<file path="config.mk">
export PLATFORM = sky130hd
export DESIGN_NAME = ir_pulse_pattern_hasher
export DESIGN_NICKNAME = d
export VERILOG_FILES = /design/src/rtl/irph_pkg.sv /design/src/rtl/ir_pulse_pattern_hasher.sv
export SDC_FILE = /design/constraint.sdc
export NUM_CORES = 1
export LEC_CHECK = 0
export ABC_AREA = 1
export ABC_CLOCK_PERIOD_IN_PS = 8400
export BUFFER_PORTS_ARGS = -buffer_cell sky130_fd_sc_hd__buf_2
export CORE_AREA = 2 2 292 294
export DETAILED_ROUTE_END_ITERATION = 6
export DIE_AREA = 0 0 294 296
export HOLD_SLACK_MARGIN = 0.06
export RECOVER_POWER = 25
export SLEW_MARGIN = 20
export SYNTH_ARGS = -nofsm -noshare
export SYNTH_HDL_FRONTEND = slang
export SYNTH_SLANG_ARGS = --single-unit
</file>
<file path="constraint.sdc">
create_clock -name clk -period 8.4 [get_ports clk]
set_clock_uncertainty 0.15 [all_clocks]
set_input_delay 0.42 -clock clk [delete_from_list [all_inputs] [get_ports clk]]
set_output_delay 0.42 -clock clk [all_outputs]
set_load 0.005 [all_outputs]
</file>
<file path="src/rtl/irph_pkg.sv">
// Shared types, constants and helper functions for the IR pulse pattern hasher.
// No dependencies; imported by ir_pulse_pattern_hasher.
package irph_pkg;

	localparam int MAX_EDGES   = 512;
	localparam int EDGE_CNT_W  = $clog2(MAX_EDGES);
	localparam int GAP_W       = 16;
	localparam int TS_W        = 32;
	localparam int HASH_W      = 32;

	localparam logic [EDGE_CNT_W-1:0] EDGE_LIMIT     = EDGE_CNT_W'(MAX_EDGES - 1);
	localparam logic [EDGE_CNT_W-1:0] MIN_CODE_EDGES = EDGE_CNT_W'(6);
	localparam logic [EDGE_CNT_W-1:0] RATIO_START    = EDGE_CNT_W'(2);

	localparam logic [HASH_W-1:0] FNV_PRIME = 32'd16777619;
	localparam logic [HASH_W-1:0] FNV_BASIS = 32'd2166136261;

	localparam logic [GAP_W-1:0] MIN_GAP_RESET = 16'd3000;
	localparam logic [GAP_W-1:0] END_GAP_RESET = 16'd3000;

	// line event codes
	localparam logic [1:0] EV_FALL = 2'd0;
	localparam logic [1:0] EV_RISE = 2'd1;

	// configuration register indexes
	localparam logic CFG_MIN_GAP = 1'b0;
	localparam logic CFG_END_GAP = 1'b1;

	// ratio symbols folded into the hash
	localparam logic [2:0] RATIO_SHORTER = 3'd1;
	localparam logic [2:0] RATIO_LONGER  = 3'd2;
	localparam logic [2:0] RATIO_SAME    = 3'd4;

	typedef struct packed {
		logic                  in_code;
		logic [EDGE_CNT_W-1:0] edge_count;
		logic [GAP_W-1:0]      prev1;
		logic [GAP_W-1:0]      prev2;
		logic [HASH_W-1:0]     hash;
	} dec_state_t;

	// 3/4 ratio test between an interval and the one two before it
	function automatic logic [2:0] ratio_code(input logic [GAP_W-1:0] older,
			input logic [GAP_W-1:0] newer);
		logic [GAP_W+1:0] new4;
		logic [GAP_W+1:0] old4;
		logic [GAP_W+1:0] new3;
		logic [GAP_W+1:0] old3;
		new4 = {newer, 2'b00};
		old4 = {older, 2'b00};
		new3 = {2'b00, newer} + {1'b0, newer, 1'b0};
		old3 = {2'b00, older} + {1'b0, older, 1'b0};
		if (new4 < old3)
			return RATIO_SHORTER;
		else if (old4 < new3)
			return RATIO_LONGER;
		else
			return RATIO_SAME;
	endfunction

	// one FNV-1a round: xor the symbol, multiply by the prime modulo 2^32
	function automatic logic [HASH_W-1:0] fnv_step(input logic [HASH_W-1:0] h,
			input logic [2:0] sym);
		logic [HASH_W-1:0] hx;
		hx = h ^ {{(HASH_W-3){1'b0}}, sym};
		return hx * FNV_PRIME;
	endfunction

endpackage

</file>
<file path="src/rtl/ir_pulse_pattern_hasher.sv">
// IR pulse pattern hasher: input register, dual-polarity decoders, result register.
// Depends on irph_pkg.
//
// Takes one line event per clock and gives the FNV-1a hash of each completed IR
// code. Every event is captured in an input register; when it moves on, the
// interval since the last level change is formed, both decoders (active-high and
// active-low) advance, and a finished code is loaded into the result register.
// Sustained rate is one event per cycle, set by the decoder state loop (interval
// subtract, gap compares, ratio test and the xor-multiply hash round). The input
// stalls only while a result waits in the output register and an event is
// already held in the input register.
module ir_pulse_pattern_hasher
	import irph_pkg::*;
(
	input  logic              clk,
	input  logic              arst_n,
	input  logic              cfg_we,
	input  logic              cfg_index,
	input  logic [GAP_W-1:0]  cfg_data,
	input  logic              in_valid,
	output logic              in_stall,
	input  logic [1:0]        line_event,
	input  logic [TS_W-1:0]   timestamp_us,
	output logic              out_valid,
	input  logic              out_stall,
	output logic [HASH_W-1:0] code_hash,
	output logic              polarity
);

	logic [GAP_W-1:0]  min_gap_q;
	logic [GAP_W-1:0]  end_gap_q;

	logic              valid_s1;
	logic [1:0]        event_s1;
	logic [TS_W-1:0]   ts_s1;

	logic              started_q;
	logic [TS_W-1:0]   last_edge_q;
	dec_state_t        dec_q [2];
	dec_state_t        dec_d [2];
	logic [1:0]        got;

	logic              out_valid_q;
	logic [HASH_W-1:0] hash_q;
	logic              polarity_q;

	logic              proceed;
	logic              step;
	logic              is_change;
	logic [TS_W-1:0]   interval;
	logic [GAP_W-1:0]  iv16;
	logic              res_valid;
	logic [HASH_W-1:0] res_hash;
	logic              res_pol;

	assign proceed   = !out_valid_q || !out_stall;
	assign in_stall  = valid_s1 && !proceed;
	assign step      = valid_s1 && proceed && started_q;
	assign is_change = !event_s1[1];
	assign interval  = ts_s1 - last_edge_q;
	assign iv16      = interval[GAP_W-1:0];

	assign out_valid = out_valid_q;
	assign code_hash = hash_q;
	assign polarity  = polarity_q;

	// configuration registers
	always_ff @(posedge clk or negedge arst_n) begin
		if (!arst_n) begin
			min_gap_q <= MIN_GAP_RESET;
			end_gap_q <= END_GAP_RESET;
		end else if (cfg_we) begin
			unique case (cfg_index)
				CFG_MIN_GAP: min_gap_q <= cfg_data;
				CFG_END_GAP: end_gap_q <= cfg_data;
				default: ;
			endcase
		end
	end

	// input register
	always_ff @(posedge clk or negedge arst_n) begin
		if (!arst_n) begin
			valid_s1 <= 1'b0;
		end else if (!in_stall) begin
			valid_s1 <= in_valid;
		end
	end

	always_ff @(posedge clk) begin
		if (in_valid && !in_stall) begin
			event_s1 <= line_event;
			ts_s1    <= timestamp_us;
		end
	end

	// decoder next state; the two decoders are independent
	always_comb begin
		for (int d = 0; d < 2; d++) begin
			dec_d[d] = dec_q[d];
			got[d]   = 1'b0;
			if (step) begin
				if (!dec_q[d].in_code) begin
					if (event_s1 == ((d == 0) ? EV_FALL : EV_RISE) &&
							interval > {{(TS_W-GAP_W){1'b0}}, min_gap_q}) begin
						dec_d[d].in_code    = 1'b1;
						dec_d[d].edge_count = '0;
						dec_d[d].prev1      = '0;
						dec_d[d].prev2      = '0;
						dec_d[d].hash       = FNV_BASIS;
					end
				end else if (interval > {{(TS_W-GAP_W){1'b0}}, end_gap_q}) begin
					dec_d[d].in_code = 1'b0;
					got[d] = dec_q[d].edge_count >= MIN_CODE_EDGES && dec_q[d].hash != '0;
				end else if (is_change && dec_q[d].edge_count < EDGE_LIMIT) begin
					if (dec_q[d].edge_count >= RATIO_START)
						dec_d[d].hash = fnv_step(dec_q[d].hash,
							ratio_code(dec_q[d].prev2, iv16));
					dec_d[d].prev2      = dec_q[d].prev1;
					dec_d[d].prev1      = iv16;
					dec_d[d].edge_count = dec_q[d].edge_count + EDGE_CNT_W'(1);
				end
			end
		end
		// active-high decoder takes priority
		res_valid = got[0] || got[1];
		res_pol   = !got[0];
		res_hash  = got[0] ? dec_q[0].hash : dec_q[1].hash;
	end

	always_ff @(posedge clk or negedge arst_n) begin
		if (!arst_n) begin
			started_q   <= 1'b0;
			last_edge_q <= '0;
			for (int d = 0; d < 2; d++) begin
				dec_q[d].in_code    <= 1'b0;
				dec_q[d].edge_count <= '0;
				dec_q[d].prev1      <= '0;
				dec_q[d].prev2      <= '0;
				dec_q[d].hash       <= FNV_BASIS;
			end
		end else if (valid_s1 && proceed) begin
			// first event only seeds the timestamp
			started_q <= 1'b1;
			if (!started_q || is_change)
				last_edge_q <= ts_s1;
			dec_q[0] <= dec_d[0];
			dec_q[1] <= dec_d[1];
		end
	end

	// result register
	always_ff @(posedge clk or negedge arst_n) begin
		if (!arst_n) begin
			out_valid_q <= 1'b0;
		end else if (proceed) begin
			out_valid_q <= res_valid;
		end
	end

	always_ff @(posedge clk) begin
		if (proceed && res_valid) begin
			hash_q     <= res_hash;
			polarity_q <= res_pol;
		end
	end

	a_hash_nonzero: assert property (@(posedge clk) disable iff (!arst_n)
		out_valid_q |-> hash_q != '0)
		else $error("result hash is zero");

	a_idle_before_start: assert property (@(posedge clk) disable iff (!arst_n)
		!started_q |-> !dec_q[0].in_code && !dec_q[1].in_code)
		else $error("decoder in code before first event");

	a_result_from_event: assert property (@(posedge clk) disable iff (!arst_n)
		$rose(out_valid_q) |-> $past(valid_s1) && $past(started_q))
		else $error("result without a processed event");

	a_stall_cause: assert property (@(posedge clk) disable iff (!arst_n)
		in_stall |-> valid_s1 && out_valid_q && out_stall)
		else $error("input stalled without a blocked result");

endmodule

</file>
Word level (Yosys, flattened, before mapping):

Index checks and enable logic that the tools add are counted.
W data, S select, Z words.

* multipliers: 2
* equal/unequal tests: 7
* reductions and logical operators: 34
* magnitude comparators: 12
* bitwise gates (word level): 3
* add/sub/neg operators: 6
* mux-type cells: 32

Operators with widths (count)
* $mux W74: 4
* $mux W73: 4
* $mux W32: 3
* $lt A18 B18 Y1: 4
* $gt A32 B16 Y1: 2
* $mul A32 B25 Y32 const B: 2
* $reduce_bool A32 Y1: 2
* $xor A32 B3 Y32: 2
* $add A16 B17 Y18: 3
* $mux W3: 14
* $sub A32 B32 Y32: 1
* $add A9 B1 Y9 const B: 2
* $ge A9 B2 Y1 const B: 2
* $ge A9 B3 Y1 const B: 2
* $lt A9 B9 Y1 const B: 2
* $reduce_and A6 Y1: 2
* $logic_and A1 B1 Y1: 11
* $reduce_and A5 Y1: 2
* $ne A2 B1 Y1 const B: 4
* $reduce_and A2 Y1: 4
* $logic_not A1 Y1: 7
* $mux W1: 7
* $ne A2 B2 Y1 const B: 2
* $reduce_bool A2 Y1: 2
* other kinds (4): 6

* logic and storage cells: 116
* register bits after elaboration: 282
* input port bits: 56

Depth between registers and ports, before layout:

Gate-level depths: netlist of run 1.

* word-level depth: 16
* gate-level depth with buffers: 64
* mapped depth without buffers: 64

Least setup slack after synthesis of run 1:

OpenSTA, ideal clock, no wires.

* kind: register to register
* start point: reg ts_s1[0]
* end point: reg dec_q[31] in the netlist's numbering
* data required time: 8.189 ns
* arrival time: 8.602 ns
* slack: -0.413 ns
* cell stages (with the launch flop): 58
* buffers on the path: 0
* library setup time: 0.061 ns
* clock period less this slack: 8.813 ns
* path through: edfxtp_1 > inv_1 > ha_1 > inv_1 > fa_1 > xor2_1 > ha_1 > a21o_1 > a31oi_1 > nor2_1 > o21ai_0 > nand2_1 > xor2_1 > ha_1 > nand2_1 > o21ai_0 > nand3_1 > nand2_1 > [... 22 more ...] > fa_1 > inv_1 > ha_1 > nand2_1 > nor2_1 > nor2_1 > o211ai_1 > a21oi_1 > inv_1 > a21oi_1 > inv_1 > a21oi_1 > o21ai_0 > a21oi_1 > nor2_1 > o21ai_0 > nand3_1 > nand2_1

* cells in the longest elaborated chain, start to end: 16

RTL lines
* from (decl): RTL line ir_pulse_pattern_hasher.sv:35 `logic [TS_W-1:0] ts_s1;`
* from (signal assigned): RTL line ir_pulse_pattern_hasher.sv:93 `ts_s1 <= timestamp_us;`
* $sub A32 B32 Y32 (*): RTL line ir_pulse_pattern_hasher.sv:60 `assign interval = ts_s1 - last_edge_q;`
* $add A16 B17 Y18: RTL line irph_pkg.sv:51 `new3 = {2'b00, newer} + {1'b0, newer, 1'b0};`
* $lt A18 B18 Y1: RTL line irph_pkg.sv:55 `else if (old4 < new3)`
* $mux W3: RTL line irph_pkg.sv:55
* $mux W3: RTL line irph_pkg.sv:53 `if (new4 < old3)`
* $mux W3: RTL line ir_pulse_pattern_hasher.sv:116 `if (dec_q[d].edge_count >= RATIO_START)`
* $mux W3: RTL line ir_pulse_pattern_hasher.sv:115 `end else if (is_change && dec_q[d].edge_count < EDGE_LIMIT) begin`
* $mux W3: RTL line ir_pulse_pattern_hasher.sv:112 `end else if (interval > {{(TS_W-GAP_W){1'b0}}, end_gap_q}) begin`
* $mux W3: RTL line ir_pulse_pattern_hasher.sv:103 `if (!dec_q[d].in_code) begin`
* $mux W3: RTL line ir_pulse_pattern_hasher.sv:102 `if (step) begin`
* $xor A32 B3 Y32: RTL line irph_pkg.sv:65 `hx = h ^ {{(HASH_W-3){1'b0}}, sym};`
* $mul A32 B25 Y32: RTL line irph_pkg.sv:66 `return hx * FNV_PRIME;`
* $mux W32: RTL line ir_pulse_pattern_hasher.sv:116
* $mux W73: RTL line ir_pulse_pattern_hasher.sv:115
* $mux W73: RTL line ir_pulse_pattern_hasher.sv:112
* $mux W74: RTL line ir_pulse_pattern_hasher.sv:103
* to (decl): RTL line ir_pulse_pattern_hasher.sv:39 `dec_state_t dec_q [2];`

Every way passes the cells marked *; elsewhere a longest branch is shown, timed or not. The select of a mux whose other input is x is not followed.
A chain may end at the register's enable or synchronous reset.

Final worst setup path of run 1:

* start point: reg ts_s1[0]
* end point: reg dec_q[98] in the netlist's numbering

The elaborated chain is that of the path after synthesis.

==> results.sh, run 1 <==
export IMPL_run_status="finished, violations left"
export IMPL_violated_checks="max-capacitance violations, max-slew violations, negative setup slack"
export IMPL_netlist_area_um2=30000
export IMPL_yosys_warnings=0
export IMPL_dieHeight_um=296
export IMPL_path_common_cell="sky130_fd_sc_hd__nand2_2"
export IMPL_ys_seq_area_share_pct=24.8
export IMPL_r2r_setup_slack_ns=-0.18
export IMPL_most_common_cell_after_layout_fill_and_taps_aside="sky130_fd_sc_hd__inv_1"
export IMPL_drv_slew=91
export IMPL_die_area_um2=87000
export IMPL_timing_worst_slew_pin_value_ns=5.41
export IMPL_clk_transition_reported_paths_ns=0.06
export IMPL_critical_path_class="reg2reg"
export IMPL_synth_cell_types=56
export IMPL_hold_path_endpoint="min_gap_q[10]"
export IMPL_unrepaired_setup_endpoints_after_global_routing="true"
export IMPL_cts_sinks=282
export IMPL_route_detailed_wl_per_inst_um=14.7
export IMPL_critical_path_top_delay_family="adder cells"
export IMPL_synth_largest_area_cell="sky130_fd_sc_hd__ha_1"
export IMPL_rows=107
export IMPL_final_critical_path_setup_slack_ns=-0.184
export IMPL_worst_hold_path_type="in2reg"
export IMPL_area_growth_pct=25.1
export IMPL_worstRegToRegCells=61
export IMPL_io_pins=91
export IMPL_synth_seq_cells=282
export IMPL_wl_met1_um=35000
export IMPL_cts_max_level=2
export IMPL_async_reset_ff_share_pct=76.2
export IMPL_fill_cells=8332
export IMPL_wirelength_um=78300
export IMPL_ant_nets=0
export IMPL_post_synth_simple_gate_area_pct=16.6
export IMPL_min_period_over_period_pct=102
export IMPL_finalWorstPathRequiredPeriod_ns=8.58
export IMPL_critical_path_max_fanout=4
export IMPL_drc=0
export IMPL_post_synthesis_adder_cell_area_fraction_pct=32.9
export IMPL_timing_critical_path_arrival_ns=8.94
export IMPL_hold_path_depth=3
export IMPL_core_area_um2=84200
export IMPL_syn_mean_instance_area_um2=7.96
export IMPL_maxUsedRoutingLayer="met5"
export IMPL_critPathSlowestCell="sky130_fd_sc_hd__fa_1"
export IMPL_gp_congestion=0.904
export IMPL_buffer_ports_inserted=90
export IMPL_max_freq_mhz=116
export IMPL_overflow=0
export IMPL_cts_buffers_inserted=36
export IMPL_synth_area_top_cells="sky130_fd_sc_hd__ha_1, sky130_fd_sc_hd__dfrtp_1, sky130_fd_sc_hd__inv_1"
export IMPL_tritoncts_clock_tree="yes"
export IMPL_vias=25300
export IMPL_synthesis_instances=3772
export IMPL_setup_violations=19
export IMPL_tns_ns=-1.44
export IMPL_grt_pass1_wl_um=128000
export IMPL_grt_antenna_before_repair=2
export IMPL_worst_reg2reg_endpoint="dec_q[98]"
export IMPL_floorplan_initialDensity_pct=35.6
export IMPL_max_cap_viol_count=1
export IMPL_synth_edf_count=67
export IMPL_viasPerCell=4.74
export IMPL_postSynth_topFlopCell="sky130_fd_sc_hd__dfrtp_1"
export IMPL_share_of_the_synthesized_area_in_compound_gates_ao_oa_aoi_oai_pct=10.6
export IMPL_first_iter_violations=1137
export IMPL_worst_r2r_src="ts_s1[0]"
export IMPL_cts_max_path_buffers=3
export IMPL_synthXorXnorAreaFrac_pct=3.33
export IMPL_worst_ep_required_time_ns=8.75
export IMPL_grt_max_degree=91
export IMPL_worstHoldStart="cfg_data[10]"
export IMPL_synth_fp_nets=4529
export IMPL_dp_final_hpwl_um=59900
export IMPL_timing_critical_path_slowest_cell_delay_ns=0.51
export IMPL_nets=4982
export IMPL_final_cell_mix="sky130_fd_sc_hd__inv_1, sky130_fd_sc_hd__nand2_1, sky130_fd_sc_hd__ha_1, sky130_fd_sc_hd__buf_4"
export IMPL_n_antenna_cell=0
export IMPL_clockRootBuffer="sky130_fd_sc_hd__clkbuf_16"
export IMPL_place_worst_setup_slack_ns=-0.756
export IMPL_max_slew_margin_rel_pct=-261
export IMPL_clk_latency_ns=0.56
export IMPL_fp_dieW_um=294
export IMPL_route_met3_wl_um=3170
export IMPL_dominant_combinational_cell_family_by_area_after_synthesis="adder cells"
export IMPL_dr_wl_met2_um=38000
export IMPL_drt_pass1_iter_count=5
export IMPL_buffering_stage_count_on_the_worst_path_with_inverters_included=11
export IMPL_synth_area_mux_share_pct=0.0375
export IMPL_endpoint_kind="register"
export IMPL_yosysTopAreaCellShare_pct=23.1
export IMPL_worst_setup_path_start_kind="register"
export IMPL_report_final_hold_viol_count=0
export IMPL_grt_pass1_vias=25200
export IMPL_grt_use_total_pct=18.3
export IMPL_drive_gt1_share_pct=20.0
sequential cells by signal (all words and copies together), names as in the netlist:
signal,flops
started_q,1
end_gap_q,16
ts_s1,32
out_valid,1
event_s1,2
last_edge_q,32
polarity,1
min_gap_q,16
dec_q,148
code_hash,32
valid_s1,1
cells by family (layout without fill, tap and decap cells):
logic type | count (synthesis) | after routing
simple gates | 1183 | 1183
buf+inv | 911 | 1390
fa+ha+maj | 701 | 701
compound gates | 580 | 580
flops | 282 | 282
xor+xnor | 114 | 114
mux | 1 | 1
timing repair:
| item | 4_1_cts | 5_1_grt |
|---|---|---|
| buffers inserted | 37 | 16 |
| hold buffers | 52 | 0 |
| endpoints found under the hold margin | 141 | 0 |
| pin swaps | 86 | 190 |
| setup endpoints to repair | 40 | 43 |
| gates resized for setup | 155 | 231 |
synthesized netlist by cell type, types with 9 or more instances:
cell type,instances
sky130_fd_sc_hd__clkbuf_1,33
sky130_fd_sc_hd__o21ai_1,99
sky130_fd_sc_hd__xnor2_1,46
sky130_fd_sc_hd__nand3_1,151
sky130_fd_sc_hd__edfxtp_1,67
sky130_fd_sc_hd__nor3_1,28
sky130_fd_sc_hd__a21o_1,16
sky130_fd_sc_hd__o21a_1,11
sky130_fd_sc_hd__ha_1,553
sky130_fd_sc_hd__nand2_1,722
sky130_fd_sc_hd__o21bai_1,18
sky130_fd_sc_hd__xor2_1,68
sky130_fd_sc_hd__nor2_1,178
sky130_fd_sc_hd__buf_2,15
sky130_fd_sc_hd__fa_1,148
sky130_fd_sc_hd__nand3b_1,13
sky130_fd_sc_hd__dfstp_2,42
sky130_fd_sc_hd__o21ai_0,160
sky130_fd_sc_hd__a21oi_1,216
sky130_fd_sc_hd__inv_1,839
sky130_fd_sc_hd__nor4_1,16
sky130_fd_sc_hd__nand4_1,36
sky130_fd_sc_hd__a31oi_1,16
sky130_fd_sc_hd__or2_2,17
sky130_fd_sc_hd__dfrtp_1,173
sky130_fd_sc_hd__buf_6,9
worst max-delay path by stage:
| stage | from | endpoint | slack (ns) | depth (start not counted) |
|---|---|---|---|---|
| 2_1_floorplan | ts_s1[0] | dec_q[31] | -0.01 | 58 |
| 3_3_place_gp | ts_s1[0] | dec_q[96] | -0.62 | 54 |
| 3_5_place_dp | ts_s1[0] | dec_q[103] | -0.76 | 58 |
| 4_1_cts | ts_s1[0] | dec_q[31] | -0.10 | 60 |
| 5_1_grt | ts_s1[0] | dec_q[31] | -0.77 | 59 |
| 6_report | ts_s1[0] | dec_q[98] | -0.18 | 61 |
through the flow:
step | instance area, um2 | std cells | utilization [%] | hold slack, ns
3_5_place_dp | 33900 | 5179 | 40.2 | 0.310
5_1_grt | 37600 | 5341 | 44.6 | 0.0851
3_3_place_gp | 33900 | 5179 | 40.2 | 0.310
2_1_floorplan | 30200 | 3772 | - | -0.0256
6_report | 37600 | 5341 | 44.6 | 0.0686
4_1_cts | 36600 | 5332 | 43.5 | 0.0648
area by class of cell:
type / instances / area [um2] / area share (%)
clock inverters: 19 / 255 / 0.680
flip-flops and latches: 282 / 7450 / 19.8
inverters: 847 / 3180 / 8.47
repair buffers: 479 / 3610 / 9.62
multi-input cells: 2579 / 20700 / 55.2
clock buffers: 45 / 976 / 2.60
well taps: 1090 / 1360 / 3.63
worst min-delay path, stage by stage:
cell,delay [ns]
sky130_fd_sc_hd__buf_2,0.10
sky130_fd_sc_hd__inv_1,0.09
sky130_fd_sc_hd__o21ai_0,0.10
metal layers:
layer  vias to the layer above  track usage (%)
met5                         -                0
met4                         2             5.21
met3                       109             2.51
met2                       412             32.3
met1                     11800             23.3
li1                      13000                -
Power of run 1 is left out: the tool's default activity adds up to more than one toggle a clock period on the data nets, which glitch-free logic cannot reach.
==> run 2, diff against run 1 <==
Settings changed: GPL_TIMING_DRIVEN from default to 0.
==> results.sh, run 2 (synthesis results as in run 1) <==
export IMPL_worst_ep_required_time_ns=8.65
export IMPL_fp_dieW_um=294
export IMPL_largest_register="dec_q"
export IMPL_cts_sinks=282
export IMPL_first_iter_violations=1427
export IMPL_tns_ns=-5.68
export IMPL_drt_pass1_iter_count=5
export IMPL_dp_final_hpwl_um=60600
export IMPL_drc=0
export IMPL_critPathSlowestCell="sky130_fd_sc_hd__fa_2"
export IMPL_min_period_over_period_pct=105
export IMPL_path_common_cell="sky130_fd_sc_hd__nand2_1"
export IMPL_nets=4816
export IMPL_vias=25300
export IMPL_clockRootBuffer="sky130_fd_sc_hd__clkbuf_16"
export IMPL_viasPerCell=4.88
export IMPL_tritoncts_clock_tree="yes"
export IMPL_timing_critical_path_slowest_cell_delay_ns=0.66
export IMPL_grt_pass1_vias=25100
export IMPL_overflow=0
export IMPL_grt_antenna_before_repair=0
export IMPL_worst_reg2reg_endpoint="dec_q[17]"
export IMPL_timing_critical_path_arrival_ns=9.05
export IMPL_final_critical_path_setup_slack_ns=-0.400
export IMPL_drv_slew=128
export IMPL_die_area_um2=87000
export IMPL_most_common_cell_after_layout_fill_and_taps_aside="sky130_fd_sc_hd__inv_1"
export IMPL_core_area_um2=84200
export IMPL_worstRegToRegCells=57
export IMPL_largest_register_ff_count=148
export IMPL_unrepaired_setup_endpoints_after_global_routing="true"
export IMPL_cts_max_level=2
export IMPL_timing_worst_slew_pin_value_ns=4.10
export IMPL_max_slew_margin_rel_pct=-174
export IMPL_ant_nets=0
export IMPL_drive_gt1_share_pct=14.6
export IMPL_worst_setup_path_start_kind="register"
export IMPL_final_cell_mix="sky130_fd_sc_hd__inv_1, sky130_fd_sc_hd__nand2_1, sky130_fd_sc_hd__ha_1, sky130_fd_sc_hd__a21oi_1, sky130_fd_sc_hd__nor2_1"
export IMPL_critical_path_top_delay_family="adder cells"
export IMPL_route_detailed_wl_per_inst_um=15.7
export IMPL_rows=107
export IMPL_cts_max_path_buffers=3
export IMPL_r2r_setup_slack_ns=-0.40
export IMPL_setup_violations=30
export IMPL_grt_max_degree=91
export IMPL_floorplan_initialDensity_pct=35.6
export IMPL_wirelength_um=81100
export IMPL_buffering_stage_count_on_the_worst_path_with_inverters_included=13
export IMPL_endpoint_kind="register"
export IMPL_critical_path_max_fanout=3
export IMPL_gp_congestion=0.893
export IMPL_finalWorstPathRequiredPeriod_ns=8.80
export IMPL_buffer_ports_inserted=90
export IMPL_clk_transition_reported_paths_ns=0.06
export IMPL_io_pins=91
export IMPL_n_antenna_cell=0
export IMPL_grt_pass1_wl_um=132000
export IMPL_worstHoldStart="cfg_index"
export IMPL_run_status="finished, violations left"
export IMPL_hold_path_depth=4
export IMPL_grt_use_total_pct=18.9
export IMPL_clk_latency_ns=0.55
export IMPL_max_cap_viol_count=2
export IMPL_dieHeight_um=296
export IMPL_critical_path_class="reg2reg"
export IMPL_max_freq_mhz=114
export IMPL_report_final_hold_viol_count=0
export IMPL_hold_path_endpoint="end_gap_q[15]"
export IMPL_area_growth_pct=20.2
export IMPL_violated_checks="max-capacitance violations, max-slew violations, negative setup slack"
export IMPL_cts_buffers_inserted=36
export IMPL_worst_r2r_src="ts_s1[0]"
export IMPL_worst_hold_path_type="in2reg"
## run 2: changes by cell type in the layout (fill, tap and decap cells not counted), moves of 11 or more
cell                       previous run  this run
sky130_fd_sc_hd__buf_4              304        89
sky130_fd_sc_hd__buf_6               33        21
sky130_fd_sc_hd__nand2_2             47        34
sky130_fd_sc_hd__inv_2               42        26
sky130_fd_sc_hd__a21oi_1            171       184
sky130_fd_sc_hd__inv_1              801       816
sky130_fd_sc_hd__nand2_1            669       680
sky130_fd_sc_hd__clkbuf_1            15        46
sky130_fd_sc_hd__buf_2               80       100
## run 2: how the worst max path moves through the flow
| stage | cells past startpoint | startpoint | end | slack [ns] |
|---|---|---|---|---|
| 3_5_place_dp | 51 | ts_s1[0] | dec_q[31] | -1.72 |
| 5_1_grt | 59 | ts_s1[0] | dec_q[29] | -0.93 |
| 4_1_cts | 60 | ts_s1[0] | dec_q[31] | -0.27 |
| 3_3_place_gp | 48 | ts_s1[0] | dec_q[31] | -1.98 |
| 6_report | 57 | ts_s1[0] | dec_q[17] | -0.40 |
| 2_1_floorplan | 58 | ts_s1[0] | dec_q[31] | -0.01 |
## run 2: cell type report
cell class / count / area [um2]
fill: 8346 / 48100
tap: 1090 / 1360
inverter: 847 / 3190
clock inverter: 17 / 179
multi-input combinational: 2579 / 20700
timing repair buffer: 249 / 1890
clock buffer: 47 / 1000
sequential: 282 / 7440
buffer: 64 / 338
## run 2: tightest hold or removal path: stages
cell	delay, ns
sky130_fd_sc_hd__buf_2	0.08
sky130_fd_sc_hd__nand2_1	0.11
sky130_fd_sc_hd__nand2_1	0.08
sky130_fd_sc_hd__o21ai_0	0.07
## run 2: per-layer routing
metal	share of wire, %	wire length, um	track usage (%)	vias to the layer above
met5	0	0	0	-
met4	2.4	1930	4.29	0
met3	4.2	3400	1.88	132
met2	47	38000	32.7	493
met1	47	37800	25.5	12000
li1	-	-	-	12700
## run 2: stage by stage
step / util, % / std cells / hold WS, ns / setup WS (ns) / instance area, um2
CTS: 42.1 / 5148 / 0.0765 / -0.271 / 35400
floorplan: - / 3772 / -0.0256 / -0.0150 / 30200
global placement: 38.0 / 4952 / 0.299 / -1.98 / 32000
finish: 42.8 / 5175 / 0.105 / -0.400 / 36100
detailed placement: 38.2 / 4957 / 0.228 / -1.72 / 32200
global route: 42.8 / 5175 / 0.143 / -0.928 / 36100
## run 2: what timing repair did
action                                  in CTS  in global routing
hold endpoints to repair                   119                  0
setup buffers                               73                 28
gates resized for setup                    195                125
pin swaps                                  114                106
cloned                                       0                  0
endpoints found under the setup margin      44                 41
hold buffers                                54                  0
Power of run 2 is left out for the same reason.
